<file path="config.mk">
export PLATFORM = sky130hd
export DESIGN_NAME = lsb_stego_embed_extract_top
export DESIGN_NICKNAME = d
export VERILOG_FILES = /design/src/hdl/lse_pkg.sv /design/src/hdl/lse_cfg.sv /design/src/hdl/lse_core.sv /design/src/hdl/lsb_stego_embed_extract_top.sv
export SDC_FILE = /design/constraint.sdc
export NUM_CORES = 1
export LEC_CHECK = 0
export BUFFER_PORTS_ARGS = -buffer_cell sky130_fd_sc_hd__buf_2
export CAP_MARGIN = 40
export CORE_MARGIN = 5
export CORE_UTILIZATION = 66
export DETAILED_ROUTE_END_ITERATION = 8
export GPL_TIMING_DRIVEN = 0
export HOLD_SLACK_MARGIN = 0.12
export PLACE_DENSITY = 0.95
export SETUP_SLACK_MARGIN = 0.3
export SYNTH_ARGS = -nofsm -noshare
export SYNTH_HDL_FRONTEND = slang
export SYNTH_HIERARCHICAL = 1
export SYNTH_SLANG_ARGS = --single-unit
</file>
<file path="constraint.sdc">
create_clock -name i_clk -period 12.55 [get_ports i_clk]
set_input_delay 0.6275 -clock i_clk [delete_from_list [all_inputs] [get_ports i_clk]]
set_output_delay 0.6275 -clock i_clk [all_outputs]
set_load 0.05 [all_outputs]
</file>
<file path="src/hdl/lse_pkg.sv">
// Shared types and constants for the LSB steganography embed/extract block.
// No dependencies; imported by every module of the block.
package lse_pkg;

    localparam int CfgIdxW   = 2;
    localparam int CfgDataW  = 32;

    localparam logic [CfgIdxW-1:0] CFG_MODE           = 2'd0;
    localparam logic [CfgIdxW-1:0] CFG_COVER_LENGTH   = 2'd1;
    localparam logic [CfgIdxW-1:0] CFG_PAYLOAD_LENGTH = 2'd2;

    localparam logic MODE_EMBED   = 1'b0;
    localparam logic MODE_EXTRACT = 1'b1;

    typedef enum logic [1:0] {
        ST_OK    = 2'd0,
        ST_SHORT = 2'd1,
        ST_OVER  = 2'd2
    } t_status;

    typedef struct packed {
        logic        mode;
        logic [31:0] cover_length;
        logic [31:0] payload_length;
    } t_cfg;

    typedef struct packed {
        logic [7:0] cover_byte;
        logic [7:0] payload_byte;
        logic       stream_start;
    } t_item;

    typedef struct packed {
        logic [7:0]  stego_byte;
        logic [7:0]  payload_out;
        logic        payload_valid;
        logic [31:0] length_out;
        logic        length_valid;
        t_status     status;
    } t_result;

endpackage

</file>
<file path="src/hdl/lse_cfg.sv">
// Configuration register file: mode, cover length and payload length.
// Depends on lse_pkg.
module lse_cfg
    import lse_pkg::*;
(
    input  logic                i_clk,
    input  logic                i_rst_n,
    input  logic                i_cfg_we,
    input  logic [CfgIdxW-1:0]  i_cfg_idx,
    input  logic [CfgDataW-1:0] i_cfg_data,
    output t_cfg                o_cfg
);

    t_cfg r_cfg;

    always_ff @(posedge i_clk) begin
        if (!i_rst_n) begin
            r_cfg <= '0;
        end else if (i_cfg_we) begin
            case (i_cfg_idx)
                CFG_MODE:           r_cfg.mode           <= i_cfg_data[0];
                CFG_COVER_LENGTH:   r_cfg.cover_length   <= i_cfg_data;
                CFG_PAYLOAD_LENGTH: r_cfg.payload_length <= i_cfg_data;
                default: ;
            endcase
        end
    end

    assign o_cfg = r_cfg;

endmodule

</file>
<file path="src/hdl/lse_core.sv">
// Per-byte datapath: stream counters, header/payload shifters and LSB splice.
// Depends on lse_pkg; state advances only when i_adv is high.
module lse_core
    import lse_pkg::*;
#(
    parameter int HEADER_BITS = 32
) (
    input  logic    i_clk,
    input  logic    i_rst_n,
    input  logic    i_adv,
    input  t_cfg    i_cfg,
    input  t_item   i_item,
    output t_result o_res
);

    localparam int          PW    = $clog2(HEADER_BITS);
    localparam logic [31:0] HB32  = 32'(HEADER_BITS);
    localparam logic [31:0] HBM1  = 32'(HEADER_BITS - 1);
    localparam logic [PW-1:0] HBM1_P = PW'(HEADER_BITS - 1);

    logic [31:0]            r_pos,  n_pos;
    logic [HEADER_BITS-1:0] r_hdr,  n_hdr;
    logic [HEADER_BITS-1:0] r_dec,  n_dec;
    logic [7:0]             r_pay,  n_pay;

    logic [31:0]            p, room, idx;
    logic [34:0]            room35, idx35, pay_bits, dec_bits;
    logic [HEADER_BITS-1:0] hdr_prev, dec_prev, hdr_new, dec_new;
    logic [7:0]             pay_prev;
    logic [PW-1:0]          hdr_sel;
    logic                   short_cover, in_cover, in_hdr, hdr_last, lsb;
    logic                   emb_active, ext_active, emb_bit;
    t_status                emb_err, ext_err;
    t_result                res;

    always_comb begin
        // A start marker clears the counters before this byte is handled
        p        = i_item.stream_start ? '0 : r_pos;
        hdr_prev = i_item.stream_start ? '0 : r_hdr;
        dec_prev = i_item.stream_start ? '0 : r_dec;
        pay_prev = i_item.stream_start ? '0 : r_pay;
        lsb      = i_item.cover_byte[0];

        short_cover = i_cfg.cover_length < HB32;
        room        = short_cover ? '0 : i_cfg.cover_length - HB32;
        room35      = 35'(room);
        in_cover    = p < i_cfg.cover_length;
        in_hdr      = p < HB32;
        hdr_last    = p == HBM1;
        idx         = p - HB32;
        idx35       = 35'(idx);
        pay_bits    = {i_cfg.payload_length, 3'b000};

        // Embed side
        emb_err    = short_cover ? ST_SHORT : ((pay_bits > room35) ? ST_OVER : ST_OK);
        hdr_sel    = HBM1_P - p[PW-1:0];
        emb_active = !in_hdr && (idx35 < pay_bits);
        emb_bit    = (idx[2:0] == 3'd0) ? i_item.payload_byte[7] : pay_prev[7];

        // Extract side
        hdr_new    = {hdr_prev[HEADER_BITS-2:0], lsb};
        dec_new    = hdr_last ? hdr_new : dec_prev;
        dec_bits   = 35'({dec_new, 3'b000});
        ext_err    = short_cover ? ST_SHORT
                   : ((p >= HBM1 && dec_bits > room35) ? ST_OVER : ST_OK);
        ext_active = !short_cover && ext_err == ST_OK && !in_hdr && in_cover
                     && (idx35 < dec_bits);

        n_pos = (p == '1) ? p : p + 32'd1;
        n_hdr = hdr_prev;
        n_dec = dec_prev;
        n_pay = pay_prev;

        res               = '0;
        res.stego_byte    = i_item.cover_byte;

        if (i_cfg.mode == MODE_EMBED) begin
            res.status = emb_err;
            if (emb_err == ST_OK && in_cover) begin
                if (in_hdr) begin
                    res.stego_byte[0] = i_cfg.payload_length[hdr_sel];
                end else if (emb_active) begin
                    res.stego_byte[0] = emb_bit;
                    n_pay = (idx[2:0] == 3'd0) ? {i_item.payload_byte[6:0], 1'b0}
                                               : {pay_prev[6:0], 1'b0};
                end
            end
        end else begin
            res.status = ext_err;
            if (!short_cover) begin
                if (in_hdr) begin
                    n_hdr = hdr_new;
                end
                n_dec            = dec_new;
                res.length_valid = hdr_last;
            end
            if (ext_active) begin
                n_pay = {pay_prev[6:0], lsb};
                if (idx[2:0] == 3'd7) begin
                    res.payload_out   = n_pay;
                    res.payload_valid = 1'b1;
                end
            end
            res.length_out = 32'(n_dec);
        end
    end

    always_ff @(posedge i_clk) begin
        if (!i_rst_n) begin
            r_pos <= '0;
            r_hdr <= '0;
            r_dec <= '0;
            r_pay <= '0;
        end else if (i_adv) begin
            r_pos <= n_pos;
            r_hdr <= n_hdr;
            r_dec <= n_dec;
            r_pay <= n_pay;
        end
    end

    assign o_res = res;

endmodule

</file>
<file path="src/hdl/lsb_stego_embed_extract_top.sv">
// LSB steganography embed/extract, top level: input and result registers.
// Depends on lse_pkg, lse_cfg and lse_core.
//
// Usage: one cover byte per transaction on the input channel (i_valid/o_stall)
// with its payload byte and a start-of-stream flag; one result per cover byte
// on the output channel (o_valid/i_stall): the stego byte, an extracted
// payload byte with its valid flag, the decoded length with its valid flag,
// and a status code. Mode, cover length and payload length are written on
// the plain register port (i_cfg_we/i_cfg_idx/i_cfg_data); the user must write
// them only while no transaction is in flight, as the block does not enforce it.
// An accepted byte waits in the input register and then moves to the result
// register; one transaction is accepted every cycle while o_stall is low. The
// stream counters and shifters advance in one step as a byte moves from the
// input register to the result register, which bounds the throughput at one
// byte per clock.
// Reset clears the configuration, counters and both valid flags; the first
// byte after reset starts a stream even without the start flag. When the
// receiver stalls, the result holds, the input register fills and o_stall
// rises until the result is taken.
module lsb_stego_embed_extract_top
    import lse_pkg::*;
#(
    parameter int HEADER_BITS = 32
) (
    input  logic                i_clk,
    input  logic                i_rst_n,
    input  logic                i_cfg_we,
    input  logic [CfgIdxW-1:0]  i_cfg_idx,
    input  logic [CfgDataW-1:0] i_cfg_data,
    input  logic                i_valid,
    output logic                o_stall,
    input  logic [7:0]          i_cover_byte,
    input  logic [7:0]          i_payload_byte,
    input  logic                i_stream_start,
    output logic                o_valid,
    input  logic                i_stall,
    output logic [7:0]          o_stego_byte,
    output logic [7:0]          o_payload_out,
    output logic                o_payload_valid,
    output logic [31:0]         o_length_out,
    output logic                o_length_valid,
    output logic [1:0]          o_status
);

    t_cfg    cfg;
    t_item   r_in;
    t_result r_out, res;
    logic    r_in_vld, r_out_vld;
    logic    in_acc, adv, out_take;

    lse_cfg u_cfg (
        .i_clk      (i_clk),
        .i_rst_n    (i_rst_n),
        .i_cfg_we   (i_cfg_we),
        .i_cfg_idx  (i_cfg_idx),
        .i_cfg_data (i_cfg_data),
        .o_cfg      (cfg)
    );

    lse_core #(
        .HEADER_BITS (HEADER_BITS)
    ) u_core (
        .i_clk   (i_clk),
        .i_rst_n (i_rst_n),
        .i_adv   (adv),
        .i_cfg   (cfg),
        .i_item  (r_in),
        .o_res   (res)
    );

    // Advance when the result register is empty or being emptied
    assign out_take = r_out_vld && !i_stall;
    assign adv      = r_in_vld && (!r_out_vld || !i_stall);
    assign o_stall  = r_in_vld && !adv;
    assign in_acc   = i_valid && !o_stall;

    always_ff @(posedge i_clk) begin
        if (!i_rst_n) begin
            r_in_vld  <= 1'b0;
            r_out_vld <= 1'b0;
        end else begin
            if (in_acc) begin
                r_in_vld <= 1'b1;
            end else if (adv) begin
                r_in_vld <= 1'b0;
            end
            if (adv) begin
                r_out_vld <= 1'b1;
            end else if (out_take) begin
                r_out_vld <= 1'b0;
            end
        end
    end

    always_ff @(posedge i_clk) begin
        if (in_acc) begin
            r_in.cover_byte   <= i_cover_byte;
            r_in.payload_byte <= i_payload_byte;
            r_in.stream_start <= i_stream_start;
        end
        if (adv) begin
            r_out <= res;
        end
    end

    assign o_valid         = r_out_vld;
    assign o_stego_byte    = r_out.stego_byte;
    assign o_payload_out   = r_out.payload_out;
    assign o_payload_valid = r_out.payload_valid;
    assign o_length_out    = r_out.length_out;
    assign o_length_valid  = r_out.length_valid;
    assign o_status        = r_out.status;

endmodule

</file>
==> results of run 1 <==
critical path, stage by stage, from the launching register on:
cell                        delay (ns)
sky130_fd_sc_hd__edfxtp_1         0.51
sky130_fd_sc_hd__buf_4            0.25
sky130_fd_sc_hd__buf_2            0.20
sky130_fd_sc_hd__clkbuf_1         0.34
sky130_fd_sc_hd__nor2b_1          0.50
sky130_fd_sc_hd__ha_1             0.29
sky130_fd_sc_hd__and4b_1          0.25
sky130_fd_sc_hd__nand3_1          0.30
sky130_fd_sc_hd__a211oi_4         0.57
sky130_fd_sc_hd__buf_2            0.45
sky130_fd_sc_hd__mux2i_1          0.52
sky130_fd_sc_hd__nor2_1           0.24
sky130_fd_sc_hd__inv_1            0.11
sky130_fd_sc_hd__ha_1             0.24
sky130_fd_sc_hd__a2111oi_0        0.38
sky130_fd_sc_hd__o21ai_0          0.14
sky130_fd_sc_hd__a31oi_1          0.42
sky130_fd_sc_hd__a211oi_1         0.20
sky130_fd_sc_hd__a2111oi_2        0.48
sky130_fd_sc_hd__and2_1           0.22
sky130_fd_sc_hd__and3_1           0.17
sky130_fd_sc_hd__buf_2            0.17
sky130_fd_sc_hd__and2_1           0.14
per-stage QoR:
stage / setup WS [ns] / area [um^2] / instances
floorplan: 6.131 / 15410 / 1786
global placement: 4.260 / 16350 / 2214
detailed placement: 5.735 / 16400 / 2216
CTS: 5.670 / 17210 / 2262
global route: 5.200 / 17210 / 2262
finish: 5.307 / 17210 / 2262
routing by layer:
layer	GRT usage	routed length (um)	vias to the layer above
met1	0.4248	17580	6638
met3	0.07694	5401	255
li1	-	-	6587
met5	0.001894	14	-
met4	0.1960	3169	2
met2	0.5917	22150	964
how the worst max path moves through the flow:
stage          startpoint                to  slack, ns  cells after the start
4_1_cts           r_in[0]  o_payload_out[5]       5.67                     22
3_3_place_gp      i_stall  u_core/r_pos[25]       4.26                      9
3_5_place_dp      r_in[0]  o_payload_out[5]       5.74                     22
5_1_grt           r_in[0]  o_payload_out[5]       5.20                     22
2_1_floorplan     i_stall  u_core/r_pos[25]       6.13                      8
6_report          r_in[0]  o_payload_out[5]       5.31                     22
cell families after synthesis:
logic type               after synthesis  synth area share
multiplexers                         104           0.07162
XOR/XNOR                              57           0.03240
AO/OA/AOI/OAI                        299            0.1290
flip-flops                           239            0.3553
buffers and inverters                215           0.06090
AND/OR/NAND/NOR                      721            0.2281
adder cells (fa/ha/maj)              151            0.1226
state kept, by name, indices dropped and copies added (netlist names), 2 cells and up:
register,cells
o_stego_byte,8
u_core/r_pos,32
o_status,2
o_payload_out,8
o_length_out,32
r_in,17
u_cfg/o_cfg,65
u_core/r_hdr,31
u_core/r_pay,8
u_core/r_dec,32
synthesized netlist by cell type (21+ instances only):
master	instances
sky130_fd_sc_hd__a21oi_1	73
sky130_fd_sc_hd__a22oi_1	68
sky130_fd_sc_hd__a31oi_1	33
sky130_fd_sc_hd__and2_1	37
sky130_fd_sc_hd__clkbuf_1	61
sky130_fd_sc_hd__dfxtp_1	170
sky130_fd_sc_hd__edfxtp_1	69
sky130_fd_sc_hd__ha_1	151
sky130_fd_sc_hd__inv_1	114
sky130_fd_sc_hd__mux2i_1	99
sky130_fd_sc_hd__nand2_1	245
sky130_fd_sc_hd__nand3_1	53
sky130_fd_sc_hd__nand4_1	32
sky130_fd_sc_hd__nor2_1	129
sky130_fd_sc_hd__nor2b_1	95
sky130_fd_sc_hd__nor3_1	51
sky130_fd_sc_hd__o21ai_0	47
sky130_fd_sc_hd__or3_1	21
sky130_fd_sc_hd__xnor2_1	43
power by group through the flow:
stage          sequential [uW]  combinational [uW]  clock, uW
2_1_floorplan              875                 200          0
3_3_place_gp               848                 310          0
3_5_place_dp               847                 322          0
4_1_cts                    830                 326        739
5_1_grt                    832                 365        773
6_report                   831                 339        736
area by class of cell:
type | count | area, um^2 | share of cell area
buffer | 99 | 503.0 | 0.02922
clock buffer | 41 | 747.0 | 0.04339
clock inverter | 5 | 71.32 | 0.004143
inverter | 116 | 435.4 | 0.02529
multi-input combinational | 1332 | 9006 | 0.5232
sequential | 239 | 5475 | 0.3181
tap | 319 | 399.1 | 0.02319
timing repair buffer | 111 | 576.8 | 0.03351
==> Implementation_results.wiki, run 1 <==
{| class="wikitable"
! Metric !! Value
|-
| Run status || finished clean
|-
| Post-DRT Antenna Nets || 0
|-
| Data required time of the worst path || 12.96 ns
|-
| Critical path start-end classification || reg -> reg
|-
| Sum of negative setup slack || 0 ns
|-
| FILL cells || 1660
|-
| Setup repair after global routing missed its margin || false
|-
| Switching pwr || 554.4 uW
|-
| Reg2reg path depth || 22
|-
| Launch point of the worst reg-to-reg path || r_in[0]
|-
| Number of inserted diodes || 0
|-
| Average routed wire per standard cell || 21.36 um
|-
| CP Capture Type || flip-flop
|-
| Number of synthesis warnings || 6
|-
| Syn_nets || 1993
|-
| Relative slew margins || 0.3478
|-
| Buffer levels on the longest clock path || 3
|-
| Last weighted congestion value of the routability-driven placer || 1.055
|-
| Largest fanout on the critical path || 10
|-
| Commonest cells after routing, fill and taps aside || sky130_fd_sc_hd__nand2_1, sky130_fd_sc_hd__dfxtp_1, sky130_fd_sc_hd__ha_1, sky130_fd_sc_hd__nor2_1, sky130_fd_sc_hd__buf_2
|-
| Top cell type by total area after synthesis || sky130_fd_sc_hd__dfxtp_1
|-
| Growth of design area from synthesis to finish || 11.72%
|-
| Final Skew || 0.02344 ns
|-
| Resized cells post-CTS || 0
|-
| Die outline area || 0.02650 mm^2
|-
| Dpl hpwl || 37.25 mm
|-
| Worst setup slack for register-to-register paths || 5.31 ns
|-
| Number of antenna violations at the first check in global routing || 2
|-
| Sequential Power Share || 0.436
|-
| Slew @ Worst Pin || 0.9693 ns
|-
| Vias after detailed routing || 14450
|-
| Final hold slack || 0.2650 ns
|-
| Number of synthesized register bits || 239
|-
| Max-cap viol count || 0
|-
| Post-synth design cell area || 0.01541 mm^2
|-
| Time the worst path needs with I/O delays and setup || 7.243 ns
|-
| Power per cell area || 110.7 mW/mm^2
|-
| Total clock sinks || 239
|-
| Share of synthesized area occupied by flip-flops and latches || 0.3553
|-
| Area share of the largest cell type after synthesis || 0.2209
|-
| Share of cells above drive strength 1 || 0.1034
|-
| Hold-critical path depth || 1
|-
| Post-route core utilization || 0.7400
|-
| Count of flip-flops with a built-in enable after synthesis || 69
|-
| Boundary pin count || 110
|-
| Leading cell type in the layout, fill and taps excluded || sky130_fd_sc_hd__nand2_1
|-
| Master cell of the clock root buffer || sky130_fd_sc_hd__clkbuf_16
|-
| Cell row count || 56
|-
| Leakage power figure || 0.006660 uW
|-
| Post-synthesis area per instance || 8.627 um^2
|-
| Startpoint Class || flip-flop
|-
| Combinational share of power || 0.178
|-
| Share of async-settable or async-resettable flops after synthesis || 0
|-
| Die Width || 162.8 um
|-
| Violation count after the first detailed-route iteration || 2045
|-
| Switching power as a share of total power || 0.2910
|-
| Top flip-flop cell by instance count after synthesis || sky130_fd_sc_hd__dfxtp_1
|-
| Number of standard cells after synthesis || 1786
|-
| Total power consumption of the routed design || 1905 uW
|-
| Number of remaining DRC errors || 0
|-
| Area inside the core boundary || 0.02326 mm^2
|-
| Class of the worst hold path || in -> reg
|-
| Max Clk Rate || 138.1 MHz
|-
| Wire length of the first global-routing pass || 74.34 mm
|-
| Count of final setup violators || 0
|-
| Total routing usage reported by global routing || 0.3542
|-
| Final-stage net count || 2131
|-
| Htree depth || 1
|-
| Max-slew violation count || 0
|-
| Post-cts hold buffer count || 0
|-
| Via count of the first global-routing pass || 14080
|-
| Top area cells in the synthesized netlist || sky130_fd_sc_hd__dfxtp_1, sky130_fd_sc_hd__edfxtp_1, sky130_fd_sc_hd__ha_1
|-
| Ratio of final minimum period to clock period || 0.5771
|-
| Number of buffer cells added on primary ports || 109
|-
| Pre-Repair DR Iteration Count || 6
|-
| Pin count of the biggest net entering global routing || 32
|-
| Number of distinct library cells after synthesis || 74
|-
| Final Hold Vio Count || 0
|-
| Max VDD drop || 0.08571 mV
|-
| GRT Residual Overflow || 0
|-
| Via density per instance || 6.386
|-
| Part of the power in the clock network || 0.386
|-
| Int Power || 1351 uW
|-
| Starting utilization of the core area || 0.6624
|-
| Die Span Y || 162.8 um
|-
| Reg-to-reg endpoint || o_payload_out[5]
|-
| CTS tree || built
|-
| Insertion delay of the later-clocked pin in the worst-skew pair || 0.55 ns
|-
| Wirelength, routed || 48.31 mm
|-
| Crit path arrival time || 7.65 ns
|-
| Clock transition at path regs || 0.06 ns
|-
| Launch point of the worst hold path || i_payload_byte[2]
|-
| Post-CTS setup buffer count || 0
|-
| Number of buffers created by CTS || 25
|-
| Capture endpoint of the worst hold path || r_in[3]
|}
Note: power is estimated with default switching activity, not from simulation.
==> run 2, diff against run 1 <==
--- a/config.mk
+++ b/config.mk
@@ -8,11 +8,11 @@
 export BUFFER_PORTS_ARGS = -buffer_cell sky130_fd_sc_hd__buf_2
 export CAP_MARGIN = 40
 export CORE_MARGIN = 5
-export CORE_UTILIZATION = 66
+export CORE_UTILIZATION = 56
 export DETAILED_ROUTE_END_ITERATION = 8
 export GPL_TIMING_DRIVEN = 0
 export HOLD_SLACK_MARGIN = 0.12
-export PLACE_DENSITY = 0.95
+export PLACE_DENSITY = 0.89
 export SETUP_SLACK_MARGIN = 0.3
 export SYNTH_ARGS = -nofsm -noshare
 export SYNTH_HDL_FRONTEND = slang
==> constraint.sdc (replaced) <==
create_clock -name i_clk -period 6.55 [get_ports i_clk]
set_input_delay 0.3275 -clock i_clk [delete_from_list [all_inputs] [get_ports i_clk]]
set_output_delay 0.3275 -clock i_clk [all_outputs]
set_load 0.05 [all_outputs]
==> run 2 against run 1 <==
Compared with the run above:
- hold slack lost 0.095 ns
- combinational power grew 100%
- worst setup slack lost 4.9 ns
- critical endpoint is now o_payload_out[0]
- largest power group unchanged
- clock skew shrank 0.0032 ns
- highest routed layer is now met4
- flip-flop and latch count is the same
- die area grew 17%
- register-to-register slack lost 4.9 ns
- sequential power grew 91%
- first-iteration DRC count shrank 8.5%
- fmax grew 18%
==> Implementation_results.wiki, run 2 (synthesized netlist as in run 1, its figures left out) <==
{| class="wikitable"
! Metric !! Value
|-
| Run status || finished clean (unchanged)
|-
| Htree depth || 1 (unchanged)
|-
| Vias after detailed routing || 14810 (was 14450)
|-
| Power per cell area || 209.2 mW/mm^2 (was 110.7 mW/mm^2)
|-
| Die Width || 175.9 um (was 162.8 um)
|-
| Combinational share of power || 0.183 (was 0.178)
|-
| Wire length of the first global-routing pass || 77.16 mm (was 74.34 mm)
|-
| Critical path start-end classification || reg -> reg (unchanged)
|-
| Max VDD drop || 0.2106 mV (was 0.08571 mV)
|-
| Non-Filler Instances || 2343 (was 2262)
|-
| Number of buffers created by CTS || 24 (was 25)
|-
| Total routing usage reported by global routing || 0.3127 (was 0.3542)
|-
| Part of the power in the clock network || 0.395 (was 0.386)
|-
| GRT Residual Overflow || 0 (unchanged)
|-
| Final-stage net count || 2190 (was 2131)
|-
| Buffer levels on the longest clock path || 3 (unchanged)
|-
| FILL cells || 2067 (was 1660)
|-
| Switching pwr || 1101 uW (was 554.4 uW)
|-
| Switching power as a share of total power || 0.2923 (was 0.2910)
|-
| Area inside the core boundary || 0.02703 mm^2 (was 0.02326 mm^2)
|-
| Dpl hpwl || 37.10 mm (was 37.25 mm)
|-
| Boundary pin count || 110 (unchanged)
|-
| Pre-Repair DR Iteration Count || 8 (was 6)
|-
| Insertion delay of the later-clocked pin in the worst-skew pair || 0.55 ns (about the same)
|-
| Final Hold Vio Count || 0 (unchanged)
|-
| Startpoint Class || flip-flop (unchanged)
|-
| Max-slew violation count || 0 (unchanged)
|-
| Sequential Power Share || 0.422 (was 0.436)
|-
| Setup repair after global routing missed its margin || false (unchanged)
|-
| Wirelength, routed || 50.50 mm (was 48.31 mm)
|-
| Max FFs per register || 65 (unchanged)
|-
| Int Power || 2666 uW (was 1351 uW)
|-
| Last weighted congestion value of the routability-driven placer || 1.035 (was 1.055)
|-
| Pin count of the biggest net entering global routing || 32 (unchanged)
|-
| Commonest cells after routing, fill and taps aside || sky130_fd_sc_hd__nand2_1, sky130_fd_sc_hd__dfxtp_1, sky130_fd_sc_hd__ha_1, sky130_fd_sc_hd__buf_2, sky130_fd_sc_hd__nor2_1 (was sky130_fd_sc_hd__nand2_1, sky130_fd_sc_hd__dfxtp_1, sky130_fd_sc_hd__ha_1, sky130_fd_sc_hd__nor2_1, sky130_fd_sc_hd__buf_2)
|-
| Relative slew margins || 0.3421 (was 0.3478)
|-
| Final Skew || 0.02028 ns (was 0.02344 ns)
|-
| Post-DRT Antenna Nets || 0 (unchanged)
|-
| Largest fanout on the critical path || 10 (unchanged)
|-
| Leading cell type in the layout, fill and taps excluded || sky130_fd_sc_hd__nand2_1 (unchanged)
|-
| Master cell of the clock root buffer || sky130_fd_sc_hd__clkbuf_16 (unchanged)
|-
| Starting utilization of the core area || 0.5701 (was 0.6624)
|-
| Via count of the first global-routing pass || 14580 (was 14080)
|-
| Leakage power figure || 0.006970 uW (was 0.006660 uW)
|-
| Post-route core utilization || 0.6663 (was 0.7400)
|-
| Cell row count || 60 (was 56)
|-
| Violation count after the first detailed-route iteration || 1872 (was 2045)
|-
| Count of final setup violators || 0 (unchanged)
|-
| CTS tree || built (unchanged)
|-
| Class of the worst hold path || in -> reg (unchanged)
|-
| Number of placed instances with taps included || 2238 (was 2216)
|-
| Data required time of the worst path || 6.96 ns (was 12.96 ns)
|-
| Die outline area || 0.03093 mm^2 (was 0.02650 mm^2)
|-
| Number of buffer cells added on primary ports || 109 (unchanged)
|-
| Die Span Y || 175.9 um (was 162.8 um)
|-
| Average routed wire per standard cell || 21.55 um (was 21.36 um)
|-
| Min setup slack post-route || 0.4176 ns (was 5.307 ns)
|-
| Ratio of final minimum period to clock period || 0.9362 (was 0.5771)
|-
| CP Capture Type || flip-flop (unchanged)
|-
| Via density per instance || 6.319 (was 6.386)
|-
| Final hold slack || 0.1696 ns (was 0.2650 ns)
|-
| Max Clk Rate || 163.1 MHz (was 138.1 MHz)
|-
| Crit path arrival time || 6.54 ns (was 7.65 ns)
|-
| Max-cap viol count || 0 (unchanged)
|-
| Time the worst path needs with I/O delays and setup || 6.132 ns (was 7.243 ns)
|-
| Total clock sinks || 239 (unchanged)
|-
| Growth of design area from synthesis to finish || 16.87% (was 11.72%)
|-
| Slew @ Worst Pin || 0.9868 ns (was 0.9693 ns)
|-
| Number of remaining DRC errors || 0 (unchanged)
|-
| Number of antenna violations at the first check in global routing || 1 (was 2)
|-
| Share of cells above drive strength 1 || 0.1209 (was 0.1034)
|-
| Worst slack after detailed placement || -0.3107 ns (was 5.735 ns)
|-
| Clock transition at path regs || 0.07 ns (was 0.06 ns)
|}
[run 2: changes by cell type in the layout (fill, tap and decap cells not counted), sizes merged, moves of 2 or more]
cell and delta:
clkinv +6, dlygate4sd3 +53, clkbuf -7, buf +6, bufinv +2
[run 2: cell type report]
class,count,area [um^2],area share
antenna,1,2.502,0.0001390
clock buffer,33,709.4,0.03939
inverter,116,435.4,0.02418
clock inverter,11,147.6,0.008198
buffer,99,511.7,0.02842
sequential,239,5475,0.3040
timing repair buffer,171,1154,0.06406
multi-input combinational,1332,9146,0.5079
tap,341,426.7,0.02369
[run 2: what timing repair did]
action / in CTS / in global routing
endpoints found under the hold margin: 82 / 0
buffers inserted: 4 / 2
pin swaps: 2 / 5
cloned: 0 / 0
resized for setup: 9 / 30
setup endpoints to repair: 18 / 17
hold buffers: 53 / 0
[run 2: layer usage]
layer | vias up | part of all wire | global-route usage
met5 | - | 0 | 0
met4 | 0 | 0.060 | 0.1641
met3 | 238 | 0.098 | 0.06888
met2 | 919 | 0.48 | 0.5398
met1 | 6952 | 0.37 | 0.3636
li1 | 6697 | - | -
[run 2: worst paths after layout]
path                                       from          endpoint  slack (ns)  cells past startpoint
worst max-delay path                    r_in[0]  o_payload_out[0]        0.42                     22
worst min register to register  u_core/r_pay[2]   u_core/r_pay[3]        0.50                      2
worst min-delay path                    i_stall           o_valid        0.17                      3
worst max register to register          r_in[0]  o_payload_out[0]        0.42                     22
[run 2: power by group through the flow]
stage / clock network [uW] / logic [uW] / registers, uW
after detailed placement: 0 / 620 / 1620
after global placement: 0 / 594 / 1620
after CTS: 1490 / 651 / 1590
final: 1490 / 688 / 1590
after global routing: 1560 / 735 / 1590
after floorplan: 0 / 384 / 1670
[run 2: stage by stage]
step           setup TNS, ns  total power (uW)  area (um^2)
3_3_place_gp          -2.837              2217        16380
3_5_place_dp          -3.857              2243        16420
6_report                   0              3767        18010
5_1_grt                    0              3886        18010
4_1_cts                    0              3732        17870
2_1_floorplan              0              2059        15410
[run 2: worst max-delay path: stages (launching register included)]
cell and delay, ns:
sky130_fd_sc_hd__edfxtp_1 0.42, sky130_fd_sc_hd__buf_4 0.21, sky130_fd_sc_hd__buf_2 0.19, sky130_fd_sc_hd__clkbuf_2 0.29, sky130_fd_sc_hd__nor2b_4 0.25, sky130_fd_sc_hd__ha_1 0.24, sky130_fd_sc_hd__and4b_1 0.25, sky130_fd_sc_hd__nand3_2 0.21
sky130_fd_sc_hd__a211oi_4 0.39, sky130_fd_sc_hd__buf_4 0.36, sky130_fd_sc_hd__mux2i_2 0.42, sky130_fd_sc_hd__nor2_1 0.16, sky130_fd_sc_hd__inv_1 0.10, sky130_fd_sc_hd__ha_1 0.24, sky130_fd_sc_hd__a2111oi_0 0.36, sky130_fd_sc_hd__o21ai_0 0.15
sky130_fd_sc_hd__a31oi_1 0.38, sky130_fd_sc_hd__a211oi_2 0.18, sky130_fd_sc_hd__a2111oi_2 0.45, sky130_fd_sc_hd__and2_1 0.23, sky130_fd_sc_hd__and3_1 0.18, sky130_fd_sc_hd__buf_2 0.18, sky130_fd_sc_hd__and2_1 0.16
